**config.mk**
```make
export PLATFORM = sky130hd
export DESIGN_NAME = md5_hash_engine
export DESIGN_NICKNAME = d
export VERILOG_FILES = /design/src/design/md5_pkg.sv /design/src/design/md5_hash_engine.sv
export SDC_FILE = /design/constraint.sdc
export NUM_CORES = 2
export LEC_CHECK = 0
export ABC_CLOCK_PERIOD_IN_PS = 10250
export BUFFER_PORTS_ARGS = -buffer_cell sky130_fd_sc_hd__buf_2
export CAP_MARGIN = 20
export CORE_MARGIN = 4
export CORE_UTILIZATION = 57
export DETAILED_ROUTE_END_ITERATION = 10
export GPL_ROUTABILITY_DRIVEN = 0
export PLACE_DENSITY = 0.73
export SLEW_MARGIN = 20
export SYNTH_ARGS = -nofsm -noshare
export SYNTH_HDL_FRONTEND = slang
export SYNTH_SLANG_ARGS = --single-unit
```
**constraint.sdc**
```tcl
create_clock -name clk -period 10.25 [get_ports clk]
set_clock_uncertainty 0.2 [all_clocks]
set_input_delay 0 -clock clk [delete_from_list [all_inputs] [get_ports clk]]
set_output_delay 0 -clock clk [all_outputs]
set_load 0.1 [all_outputs]
```
**src/design/md5_pkg.sv**
```systemverilog
// ============================================================================
// md5_pkg
// Types, round constants and helper functions shared by the MD5 hash engine.
// ============================================================================
package md5_pkg;

    // one input word: operation and message byte
    typedef struct packed {
        logic       operation;
        logic [7:0] data_byte;
    } msg_word_t;

    // one result word: a chaining word and its end marker
    typedef struct packed {
        logic [31:0] digest_word;
        logic        last_word;
    } digest_word_t;

    // operation codes
    localparam logic OP_ABSORB = 1'b0;
    localparam logic OP_FINISH = 1'b1;

    // initial chaining vector
    localparam logic [31:0] IV_A = 32'h67452301;
    localparam logic [31:0] IV_B = 32'hefcdab89;
    localparam logic [31:0] IV_C = 32'h98badcfe;
    localparam logic [31:0] IV_D = 32'h10325476;

    // padding marker byte and first byte position of the length field
    localparam logic [7:0] PAD_MARK = 8'h80;
    localparam logic [5:0] LEN_POS  = 6'd56;
    localparam logic [5:0] LAST_POS = 6'h3f;

    // per-step additive constants
    function automatic logic [31:0] sine_const(input logic [5:0] step);
        logic [31:0] k;
        case (step)
            6'd0:  k = 32'hd76aa478;  6'd1:  k = 32'he8c7b756;
            6'd2:  k = 32'h242070db;  6'd3:  k = 32'hc1bdceee;
            6'd4:  k = 32'hf57c0faf;  6'd5:  k = 32'h4787c62a;
            6'd6:  k = 32'ha8304613;  6'd7:  k = 32'hfd469501;
            6'd8:  k = 32'h698098d8;  6'd9:  k = 32'h8b44f7af;
            6'd10: k = 32'hffff5bb1;  6'd11: k = 32'h895cd7be;
            6'd12: k = 32'h6b901122;  6'd13: k = 32'hfd987193;
            6'd14: k = 32'ha679438e;  6'd15: k = 32'h49b40821;
            6'd16: k = 32'hf61e2562;  6'd17: k = 32'hc040b340;
            6'd18: k = 32'h265e5a51;  6'd19: k = 32'he9b6c7aa;
            6'd20: k = 32'hd62f105d;  6'd21: k = 32'h02441453;
            6'd22: k = 32'hd8a1e681;  6'd23: k = 32'he7d3fbc8;
            6'd24: k = 32'h21e1cde6;  6'd25: k = 32'hc33707d6;
            6'd26: k = 32'hf4d50d87;  6'd27: k = 32'h455a14ed;
            6'd28: k = 32'ha9e3e905;  6'd29: k = 32'hfcefa3f8;
            6'd30: k = 32'h676f02d9;  6'd31: k = 32'h8d2a4c8a;
            6'd32: k = 32'hfffa3942;  6'd33: k = 32'h8771f681;
            6'd34: k = 32'h6d9d6122;  6'd35: k = 32'hfde5380c;
            6'd36: k = 32'ha4beea44;  6'd37: k = 32'h4bdecfa9;
            6'd38: k = 32'hf6bb4b60;  6'd39: k = 32'hbebfbc70;
            6'd40: k = 32'h289b7ec6;  6'd41: k = 32'heaa127fa;
            6'd42: k = 32'hd4ef3085;  6'd43: k = 32'h04881d05;
            6'd44: k = 32'hd9d4d039;  6'd45: k = 32'he6db99e5;
            6'd46: k = 32'h1fa27cf8;  6'd47: k = 32'hc4ac5665;
            6'd48: k = 32'hf4292244;  6'd49: k = 32'h432aff97;
            6'd50: k = 32'hab9423a7;  6'd51: k = 32'hfc93a039;
            6'd52: k = 32'h655b59c3;  6'd53: k = 32'h8f0ccc92;
            6'd54: k = 32'hffeff47d;  6'd55: k = 32'h85845dd1;
            6'd56: k = 32'h6fa87e4f;  6'd57: k = 32'hfe2ce6e0;
            6'd58: k = 32'ha3014314;  6'd59: k = 32'h4e0811a1;
            6'd60: k = 32'hf7537e82;  6'd61: k = 32'hbd3af235;
            6'd62: k = 32'h2ad7d2bb;  6'd63: k = 32'heb86d391;
            default: k = 32'h0;
        endcase
        return k;
    endfunction

    // rotate amount for a step
    function automatic logic [4:0] rot_amount(input logic [5:0] step);
        logic [4:0] s;
        case ({step[5:4], step[1:0]})
            4'h0: s = 5'd7;   4'h1: s = 5'd12;  4'h2: s = 5'd17;  4'h3: s = 5'd22;
            4'h4: s = 5'd5;   4'h5: s = 5'd9;   4'h6: s = 5'd14;  4'h7: s = 5'd20;
            4'h8: s = 5'd4;   4'h9: s = 5'd11;  4'ha: s = 5'd16;  4'hb: s = 5'd23;
            4'hc: s = 5'd6;   4'hd: s = 5'd10;  4'he: s = 5'd15;  4'hf: s = 5'd21;
            default: s = 5'd0;
        endcase
        return s;
    endfunction

    // message word used by a step
    function automatic logic [3:0] msg_index(input logic [5:0] step);
        logic [7:0] p;
        case (step[5:4])
            2'd0:    p = {2'b00, step};
            2'd1:    p = 8'(5 * step) + 8'd1;
            2'd2:    p = 8'(3 * step) + 8'd5;
            default: p = 8'(7 * step);
        endcase
        return p[3:0];
    endfunction

    // left rotate of a 32-bit word
    function automatic logic [31:0] rotl32(input logic [31:0] x, input logic [4:0] s);
        logic [63:0] tmp;
        tmp = {x, x} << s;
        return tmp[63:32];
    endfunction

endpackage

```
**src/design/md5_hash_engine.sv**
```systemverilog
// ============================================================================
// md5_hash_engine
// MD5 digest engine, one message byte per input word, one shared round unit.
// ============================================================================
// Usage
//   msg channel (msg_valid/msg_ready/msg): each word either absorbs one
//   message byte or finishes the message. msg_ready is high only while the
//   engine is idle.
//   digest channel (digest_valid/digest_ready/digest): a finish returns four
//   words h0..h3 in order, last_word set on the fourth.
// Operation
//   an absorb is taken in the idle state; the 64th byte of a block adds one
//   compression: a read state, the steps through the single round unit, an add state.
//   a finish feeds 9..72 padding bytes at one per cycle, with one or two
//   compressions, then presents the digest words. on long messages the rate
//   is bounded by the one-step-per-cycle round unit.
// Reset and stall
//   reset loads the initial vector and clears the byte count; the block
//   buffer holds no reset value. when the receiver stalls, the current
//   digest word is held and no new message word is taken until all four
//   have been delivered, after which the chaining words return to the
//   initial vector.
// ============================================================================
module md5_hash_engine (
    input  logic                     clk,
    input  logic                     rst_n,
    input  logic                     msg_valid,
    output logic                     msg_ready,
    input  md5_pkg::msg_word_t       msg,
    output logic                     digest_valid,
    input  logic                     digest_ready,
    output md5_pkg::digest_word_t    digest
);

    // sequencer states
    localparam logic [2:0] ST_IDLE = 3'd0;
    localparam logic [2:0] ST_PAD  = 3'd1;
    localparam logic [2:0] ST_PREP = 3'd2;
    localparam logic [2:0] ST_COMP = 3'd3;
    localparam logic [2:0] ST_ADD  = 3'd4;
    localparam logic [2:0] ST_OUT  = 3'd5;

    logic [2:0]  state_reg, state_next;
    logic [5:0]  pos_reg, pos_next;
    logic [60:0] count_reg, count_next;
    logic [63:0] len_reg, len_next;
    logic [31:0] asm_reg, asm_next;
    logic        len_ok_reg, len_ok_next;
    logic        first_reg, first_next;
    logic        fin_reg, fin_next;
    logic        final_reg, final_next;
    logic [5:0]  step_reg, step_next;
    logic [1:0]  idx_reg, idx_next;
    logic [31:0] a_reg, a_next, b_reg, b_next, c_reg, c_next, d_reg, d_next;
    logic [31:0] h0_reg, h0_next, h1_reg, h1_next, h2_reg, h2_next, h3_reg, h3_next;

    // message word store and its registered read
    logic [31:0] word_mem [16];
    logic [31:0] w_rd;
    logic [3:0]  rd_addr;
    logic        byte_en;
    logic [7:0]  byte_val;
    logic        word_wr;

    // round unit signals
    logic [31:0] f_val;
    logic [31:0] t_val;
    logic [63:0] len_shift;
    logic [7:0]  pad_byte;

    assign msg_ready    = (state_reg == ST_IDLE);
    assign digest_valid = (state_reg == ST_OUT);

    // digest word selection
    always_comb
    begin
        case (idx_reg)
            2'd0:    digest.digest_word = h0_reg;
            2'd1:    digest.digest_word = h1_reg;
            2'd2:    digest.digest_word = h2_reg;
            default: digest.digest_word = h3_reg;
        endcase
        digest.last_word = (idx_reg == 2'd3);
    end

    // padding byte: marker, zeros, then the little-endian bit count
    assign len_shift = len_reg >> {pos_reg[2:0], 3'b000};
    always_comb
    begin
        if (first_reg)
            pad_byte = md5_pkg::PAD_MARK;
        else if (len_ok_reg && (pos_reg >= md5_pkg::LEN_POS))
            pad_byte = len_shift[7:0];
        else
            pad_byte = 8'h00;
    end

    // byte write into the word assembler
    assign byte_en  = ((state_reg == ST_IDLE) && msg_valid &&
                       (msg.operation == md5_pkg::OP_ABSORB)) || (state_reg == ST_PAD);
    assign byte_val = (state_reg == ST_PAD) ? pad_byte : msg.data_byte;
    assign asm_next = byte_en ? {byte_val, asm_reg[31:8]} : asm_reg;
    assign word_wr  = byte_en && (pos_reg[1:0] == 2'd3);
    assign rd_addr  = (state_reg == ST_COMP) ? md5_pkg::msg_index(step_reg + 6'd1) : 4'd0;

    always_ff @(posedge clk)
    begin
        if (word_wr)
            word_mem[pos_reg[5:2]] <= asm_next;
        w_rd <= word_mem[rd_addr];
    end

    // round function and step sum
    always_comb
    begin
        case (step_reg[5:4])
            2'd0:    f_val = d_reg ^ (b_reg & (c_reg ^ d_reg));
            2'd1:    f_val = c_reg ^ (d_reg & (b_reg ^ c_reg));
            2'd2:    f_val = b_reg ^ c_reg ^ d_reg;
            default: f_val = c_reg ^ (b_reg | ~d_reg);
        endcase
        t_val = a_reg + f_val + w_rd + md5_pkg::sine_const(step_reg);
    end

    // sequencer
    always_comb
    begin
        state_next  = state_reg;
        pos_next    = pos_reg;
        count_next  = count_reg;
        len_next    = len_reg;
        len_ok_next = len_ok_reg;
        first_next  = first_reg;
        fin_next    = fin_reg;
        final_next  = final_reg;
        step_next   = step_reg;
        idx_next    = idx_reg;
        a_next      = a_reg;
        b_next      = b_reg;
        c_next      = c_reg;
        d_next      = d_reg;
        h0_next     = h0_reg;
        h1_next     = h1_reg;
        h2_next     = h2_reg;
        h3_next     = h3_reg;
        case (state_reg)
            ST_IDLE:
            begin
                if (msg_valid)
                begin
                    if (msg.operation == md5_pkg::OP_ABSORB)
                    begin
                        pos_next   = pos_reg + 6'd1;
                        count_next = count_reg + 61'd1;
                        if (pos_reg == md5_pkg::LAST_POS)
                        begin
                            final_next = 1'b0;
                            state_next = ST_PREP;
                        end
                    end
                    else
                    begin
                        len_next    = {count_reg, 3'b000};
                        len_ok_next = (pos_reg < md5_pkg::LEN_POS);
                        first_next  = 1'b1;
                        fin_next    = 1'b1;
                        state_next  = ST_PAD;
                    end
                end
            end
            ST_PAD:
            begin
                first_next = 1'b0;
                pos_next   = pos_reg + 6'd1;
                if (pos_reg == md5_pkg::LAST_POS)
                begin
                    final_next = len_ok_reg;
                    state_next = ST_PREP;
                end
            end
            ST_PREP:
            begin
                a_next     = h0_reg;
                b_next     = h1_reg;
                c_next     = h2_reg;
                d_next     = h3_reg;
                step_next  = 6'd0;
                state_next = ST_COMP;
            end
            ST_COMP:
            begin
                a_next    = d_reg;
                d_next    = c_reg;
                c_next    = b_reg;
                b_next    = b_reg + md5_pkg::rotl32(t_val, md5_pkg::rot_amount(step_reg));
                step_next = step_reg + 6'd1;
                if (step_reg == md5_pkg::LAST_POS)
                    state_next = ST_ADD;
            end
            ST_ADD:
            begin
                h0_next = h0_reg + a_reg;
                h1_next = h1_reg + b_reg;
                h2_next = h2_reg + c_reg;
                h3_next = h3_reg + d_reg;
                if (final_reg)
                begin
                    idx_next   = 2'd0;
                    state_next = ST_OUT;
                end
                else if (fin_reg)
                begin
                    len_ok_next = 1'b1;
                    state_next  = ST_PAD;
                end
                else
                    state_next = ST_IDLE;
            end
            ST_OUT:
            begin
                if (digest_ready)
                begin
                    idx_next = idx_reg + 2'd1;
                    if (idx_reg == 2'd3)
                    begin
                        h0_next    = md5_pkg::IV_A;
                        h1_next    = md5_pkg::IV_B;
                        h2_next    = md5_pkg::IV_C;
                        h3_next    = md5_pkg::IV_D;
                        count_next = 61'd0;
                        fin_next   = 1'b0;
                        final_next = 1'b0;
                        state_next = ST_IDLE;
                    end
                end
            end
            default:
                state_next = ST_IDLE;
        endcase
    end

    // control and chaining state
    always_ff @(posedge clk or negedge rst_n)
    begin
        if (!rst_n)
        begin
            state_reg  <= ST_IDLE;
            pos_reg    <= 6'd0;
            count_reg  <= 61'd0;
            len_ok_reg <= 1'b0;
            first_reg  <= 1'b0;
            fin_reg    <= 1'b0;
            final_reg  <= 1'b0;
            step_reg   <= 6'd0;
            idx_reg    <= 2'd0;
            h0_reg     <= md5_pkg::IV_A;
            h1_reg     <= md5_pkg::IV_B;
            h2_reg     <= md5_pkg::IV_C;
            h3_reg     <= md5_pkg::IV_D;
        end
        else
        begin
            state_reg  <= state_next;
            pos_reg    <= pos_next;
            count_reg  <= count_next;
            len_ok_reg <= len_ok_next;
            first_reg  <= first_next;
            fin_reg    <= fin_next;
            final_reg  <= final_next;
            step_reg   <= step_next;
            idx_reg    <= idx_next;
            h0_reg     <= h0_next;
            h1_reg     <= h1_next;
            h2_reg     <= h2_next;
            h3_reg     <= h3_next;
        end
    end

    // working registers
    always_ff @(posedge clk)
    begin
        len_reg <= len_next;
        asm_reg <= asm_next;
        a_reg   <= a_next;
        b_reg   <= b_next;
        c_reg   <= c_next;
        d_reg   <= d_next;
    end

endmodule
```
## Word-level counts from Yosys, hierarchy flattened

Memory sizes are Yosys's and may differ from the RTL's. A register that Yosys moved wholly into a read port is not among the register bits.
Cells that the tools add are included.

| storage, ports and cells | value |
|---|---|
| memories | 3 |
| bits in registers | 431 |
| memory bits (writable) | 512 |
| memory bits (read-only) | 2128 |
| word-level logic and storage cells | 169 |
| input port bits | 13 |

Memory list:

| memory | depth | bits a word | read ports | clocked after memory_dff | write ports | RTL line | RTL |
|---|---|---|---|---|---|---|---|
| (no name shown) | 64 | 32 | 1 | 0 | 0 | md5_pkg.sv:37 | `case (step)` |
| word_mem | 16 | 32 | 1 | 1 | 1 | md5_hash_engine.sv:58 | `logic [31:0] word_mem [16];` |
| (no name shown) | 16 | 5 | 1 | 0 | 0 | md5_pkg.sv:78 | `case ({step[5:4], step[1:0]})` |

| cells by class | value |
|---|---|
| eq/ne operators | 26 |
| bitwise gates (word level) | 11 |
| reductions and logical operators | 25 |
| multiplexer cells | 64 |
| shifts and indexed selects | 2 |
| magnitude comparators | 2 |
| $add $sub $neg | 14 |
| multiply operators | 3 |

Operator list:

| cell | count |
|---|---|
| case mux 32 bit (2 select lines) | 8 |
| two-way mux 32 bit | 9 |
| adder 32 bit | 8 |
| two-way mux 61 bit | 4 |
| case mux 32 bit (3 select lines) | 2 |
| bitwise XOR 32 bit | 6 |
| case mux 61 bit (2 select lines) | 1 |
| bitwise AND 32 bit | 2 |
| left shift 64 x 5 -> 64 bit | 1 |
| right shift 64 x 6 -> 8 bit | 1 |
| adder 61 x 1 -> 61 bit, second input constant | 1 |
| NOT 32 bit | 1 |
| bitwise OR 32 bit | 1 |
| two-way mux 8 bit | 3 |
| case mux 6 bit (2 select lines) | 2 |
| two-way mux 3 bit | 7 |
| case mux 3 bit (6 select lines) | 1 |
| two-way mux 1 bit | 15 |
| AND reduction 3 bit | 5 |
| AND reduction 5 bit | 3 |
| adder 6 x 1 -> 6 bit, second input constant | 2 |
| equality test 6 bit, second input constant | 2 |
| multiplier 3 x 6 -> 4 bit, first input constant | 2 |
| two-way mux 6 bit | 2 |
| other kinds (29) | 58 |

## Longest topological paths before layout

| logic depth | value |
|---|---|
| depth in word-level cells | 10 |
| mapped depth | 40 |
| depth with buffers taken out | 36 |

## Worst setup path after synthesis

OpenSTA, ideal clock, no wires.

| timing | value |
|---|---|
| path kind | reg2reg |
| from | reg step_reg[4] |
| to | reg b_reg[31], data pin |
| stages on the path, launching flop included | 36 |
| required time | 9783 ps |
| data arrival time | 8810 ps |
| clock period less this slack | 9277 ps |
| setup slack | 973 ps |
| buffers on the path | 5 |
| cells stage by stage | dfrtp_1 -> buf_2 -> clkbuf_1 -> clkbuf_1 -> buf_1 -> clkbuf_1 -> xnor2_1 -> o211ai_1 -> o211ai_1 -> fa_1 -> fa_1 -> inv_1 -> ha_1 -> a21o_1 -> a2111oi_0 -> nor3_1 -> o41ai_2 -> o21ai_0 -> a21o_1 -> and2_1 -> mux4_2 -> mux2_2 -> o21ai_1 -> mux2i_1 -> ha_1 -> a211oi_1 -> o21ai_0 -> a41o_1 -> o21ai_0 -> a211oi_1 -> o31a_1 -> o41ai_1 -> nor2_1 -> a2111oi_0 -> and4_1 -> o31ai_2 |

| on the way | value |
|---|---|
| longest elaborated chain between the ends | 8 |
| elaborated cells between the ends (all ways) | 13 |
| those cells by class | add/sub: 4; eq/ne: 2; shift: 1; mux: 3; reduce/logical: 1; memory: 2 |

RTL lines:

| element | RTL line | RTL |
|---|---|---|
| start, declared | md5_hash_engine.sv:52 | `logic [5:0] step_reg, step_next;` |
| start signal, assigned | md5_hash_engine.sv:270 | `step_reg <= step_next;` |
| equality test 2 bit, or another cell as far along | md5_hash_engine.sv:116 | `case (step_reg[5:4])` |
| case mux 32 bit (3 select lines) | md5_hash_engine.sv:116 |  |
| adder 32 bit (3 in a row) | md5_hash_engine.sv:122 | `t_val = a_reg + f_val + w_rd + md5_pkg::sine_const(step_reg);` |
| left shift 64 x 5 -> 64 bit * | md5_pkg.sv:103 | `tmp = {x, x} << s;` |
| adder 32 bit * | md5_hash_engine.sv:195 | `b_next = b_reg + md5_pkg::rotl32(t_val, md5_pkg::rot_amount(step_reg));` |
| case mux 32 bit (2 select lines) * | md5_hash_engine.sv:146 | `case (state_reg)` |
| via b_next[31] | md5_hash_engine.sv:54 | `logic [31:0] a_reg, a_next, b_reg, b_next, c_reg, c_next, d_reg, d_next;` |
| end signal, assigned | md5_hash_engine.sv:285 | `b_reg <= b_next;` |
| end, declared | md5_hash_engine.sv:54 |  |

Mark *: on every way through the listed nets, which the timed path passes. The rest lies on a longest branch. The select of a mux whose other input is x is not followed.
A chain may end at the register's enable or synchronous reset.

## Worst setup path after layout

| timing | value |
|---|---|
| from | reg step_reg[2] |
| to | reg b_reg[31], data pin |

| on the way | value |
|---|---|
| longest elaborated chain between the ends | 5 |

RTL lines:

| element | RTL line |
|---|---|
| memory (64 x 32 bit) | - |
| adder 32 bit | md5_hash_engine.sv:122 |
| left shift 64 x 5 -> 64 bit | md5_pkg.sv:103 |
| adder 32 bit | md5_hash_engine.sv:195 |
| case mux 32 bit (2 select lines) | md5_hash_engine.sv:146 |
| via b_next[31] | md5_hash_engine.sv:54 |

The timed path passes the listed nets, and every way through them passes these cells.

==> impl_metrics.csv <==
group,metric,value,unit
run_status,status,"finished with violations",
setup_path,slowest_delay,530,ps
floorplan,io_pins,48,
min_path,hold_depth,4,
floorplan,floorplan.initialDensity,57.4,%
route,vias_per_cell,6.58,
global_route,grt_start_max_net_pins,148,
clock_tree,clockRootBuffer,"clkbuf_16",
floorplan,rows,116,
clock_tree,cts-htree-levels,3,
yosys,synth-edff-count,701,
yosys,yosys-top-cells-area,"edfxtp_1 37%, dfrtp_1 6.4%, nand2_1 5.8%, ha_1 4.8%, o21ai_0 3.4%",
layout,largest_reg_flops,512,
floorplan,die_y,326,um
yosys,ys_types,99,
setup_path,worst-path-max-fanout,11,
yosys,ys_async_sr_fraction,21.5,%
sta,fin_setup_tns,0,ps
run_status,failed_checks,"DRC",
run,drv_cap,0,
place,dp_hpwl,113000,um
min_path,min_to,"idx_reg[1]$_DFFE_PN0P_",
setup_path,cp-end-kind,"flop",
setup_path,cpLargestDelayFamily,"compound AO/OA/AOI/OAI gates",
yosys,netlist_area,57500,um^2
setup_path,cp.required,10490,ps
floorplan,die_x,326,um
yosys,ys_seq_area_share,48.1,%
clock_tree,clock_path_buffers,3,
setup_path,r2r_start,"step_reg[2]$_DFFE_PN0P_",
global_route,grt_antenna_before_repair,4,
clock_tree,cts_made_buffers,101,
global_route,grt_first_pass_wirelength,263000,um
global_route,grtUsageTotal,31.7,%
sta,fin_crit,9690,ps
sta,setup_viol,0,
layout,drive_gt1_share,8.73,%
yosys,synth_cells,5838,
yosys,ys_ff_latch,975,
setup_path,critPathArrivalTime,9930,ps
min_path,hold_start,"digest_ready",
layout,synthToLayoutAreaGrowth,8.90,%
yosys,synth_ff_type,"edfxtp_1",
setup_path,cp_slowest_cell,"fa_1",
clock_tree,tritoncts,"done",
layout,diodes,0,
setup_path,critical_path_class,"reg2reg",
sta,drv_slew,0,
floorplan,die_area,106000,um^2
route,wl,173000,um
route,postRouteAntennaNets,0,
yosys,synth_top_area_cell,"edfxtp_1",
layout,fill_cells,8099,
floorplan,core,100000,um^2
yosys,synth_common_cells,"881 x nand2_1, 701 x edfxtp_1, 411 x nor2_1",
route,drc,8,
sta,hold_viol_final,0,
clock_tree,clk_latency,710,ps
setup_path,crit_buf_inv,4,
clock_tree,clkSlewWorstSetupHoldPaths,60,ps
setup_path,reg2reg_depth,34,
place,port-buffer-count,47,
setup_path,r2r_slack,560,ps
route,wire_per_inst,24.3,um
route,first_iter_violations,6669,
yosys,syn_area_per_cell,9.85,um^2
global_route,grt.overflow.total,0,
clock_tree,postCtsSetupRepairBufs,0,
sta,fin_crit_sh,94.6,%
sta,rsz0062_at_grt,"no",
setup_path,worstSetupStartpointType,"flop",
route,vias,46902,
route,firstDrtPassIters,11,
sta,max_freq,0.103,GHz
setup_path,rr_endpoint,"b_reg[31]$_DFFE_PP_",
sta,tightest_slew,1100,ps
yosys,yosysMostFrequentCell,"nand2_1",
yosys,synth_top_area_share,36.6,%
sta,slew_headroom,26.9,%
clock_tree,clock_sinks,975,
layout,final_net_count,6046,
yosys,yosysWarnings,0,
global_route,grt_pass1_vias,44161,
yosys,synthesis.nets,6139,
min_path,min_path_type,"in2reg",
## worst register-to-register path: cells and delay by family, from the launching register on
kind                     cells  cell delay, ps
buffers and inverters        4             690
flip-flops                   1             480
multiplexers                 1             330
AND/OR/NAND/NOR              6            1240
adder cells (fa/ha/maj)      4            1720
AO/OA/AOI/OAI               19            4810
## worst max-delay path by stage
stage	from	endpoint	slack [ps]	depth (start not counted)
floorplan	step_reg[4]$_DFFE_PN0P_	b_reg[31]$_DFFE_PP_	970	35
global placement	step_reg[0]$_DFFE_PN0P_	b_reg[31]$_DFFE_PP_	500	35
finish	step_reg[2]$_DFFE_PN0P_	b_reg[31]$_DFFE_PP_	560	34
CTS	step_reg[0]$_DFFE_PN0P_	b_reg[31]$_DFFE_PP_	330	35
detailed placement	step_reg[0]$_DFFE_PN0P_	b_reg[31]$_DFFE_PP_	370	35
global route	step_reg[0]$_DFFE_PN0P_	b_reg[31]$_DFFE_PP_	3	32
## stage by stage
stage / setup WS [ps] / utilization, % / area [um^2] / std cells / hold slack (ps)
3_3_place_gp: 496 / 59.0 / 59000 / 6925 / -98.4
3_5_place_dp: 371 / 59.0 / 59000 / 6925 / -103
2_1_floorplan: 973 / - / 57500 / 5838 / -496
4_1_cts: 328 / 62.5 / 62600 / 7131 / 140
6_report: 558 / 62.5 / 62600 / 7131 / 154
5_1_grt: 3.40 / 62.5 / 62600 / 7131 / 163
## what timing repair did
action	in CTS	in global routing
resized for setup	0	11
endpoints found under the setup margin	0	3
hold endpoints to repair	331	0
hold buffers	15	0
## area by class of cell
| class | count | area (um^2) | area share (%) |
|---|---|---|---|
| tap | 1298 | 1620 | 2.59 |
| sequential | 975 | 27700 | 44.2 |
| inverter | 247 | 932 | 1.49 |
| clock inverter | 62 | 649 | 1.04 |
| clock buffer | 129 | 2710 | 4.33 |
| multi-input combinational | 4271 | 27800 | 44.4 |
| timing repair buffer | 149 | 1200 | 1.92 |
## cell usage in the layout (no fill, tap or decap), types with 117 or more instances in the layout
master | synthesis | final
nand2_1 | 881 | 877
edfxtp_1 | 701 | 701
nor2_1 | 411 | 396
o21ai_0 | 386 | 381
a21oi_1 | 352 | 350
inv_1 | 244 | 243
ha_1 | 220 | 217
a211oi_1 | 191 | 191
nand3_1 | 168 | 168
dfrtp_1 | 146 | 142
a31oi_1 | 133 | 133
xnor2_1 | 126 | 124
and2_1 | 118 | 117
## routing by layer
layer	track usage (%)	part of all wire (%)	up-vias
met5	0.951	0.088	-
met1	42.0	39	22467
met4	15.8	5.9	4
met2	49.0	45	2550
met3	7.59	10	610
li1	-	-	21271
## logic make-up (layout without fill, tap and decap cells)
kind of cell	count (synthesis)	count (layout)	synth area share (%)
adder cells (fa/ha/maj)	289	289	7.17
XOR/XNOR	223	223	3.40
flip-flops	975	975	48.1
buffers and inverters	592	587	3.91
AND/OR/NAND/NOR	1968	1968	15.4
multiplexers	152	152	3.27
AO/OA/AOI/OAI	1639	1639	18.7
Power is not shown: default switching activity piles up to over one toggle a cycle in this logic, so the estimate is an artifact.
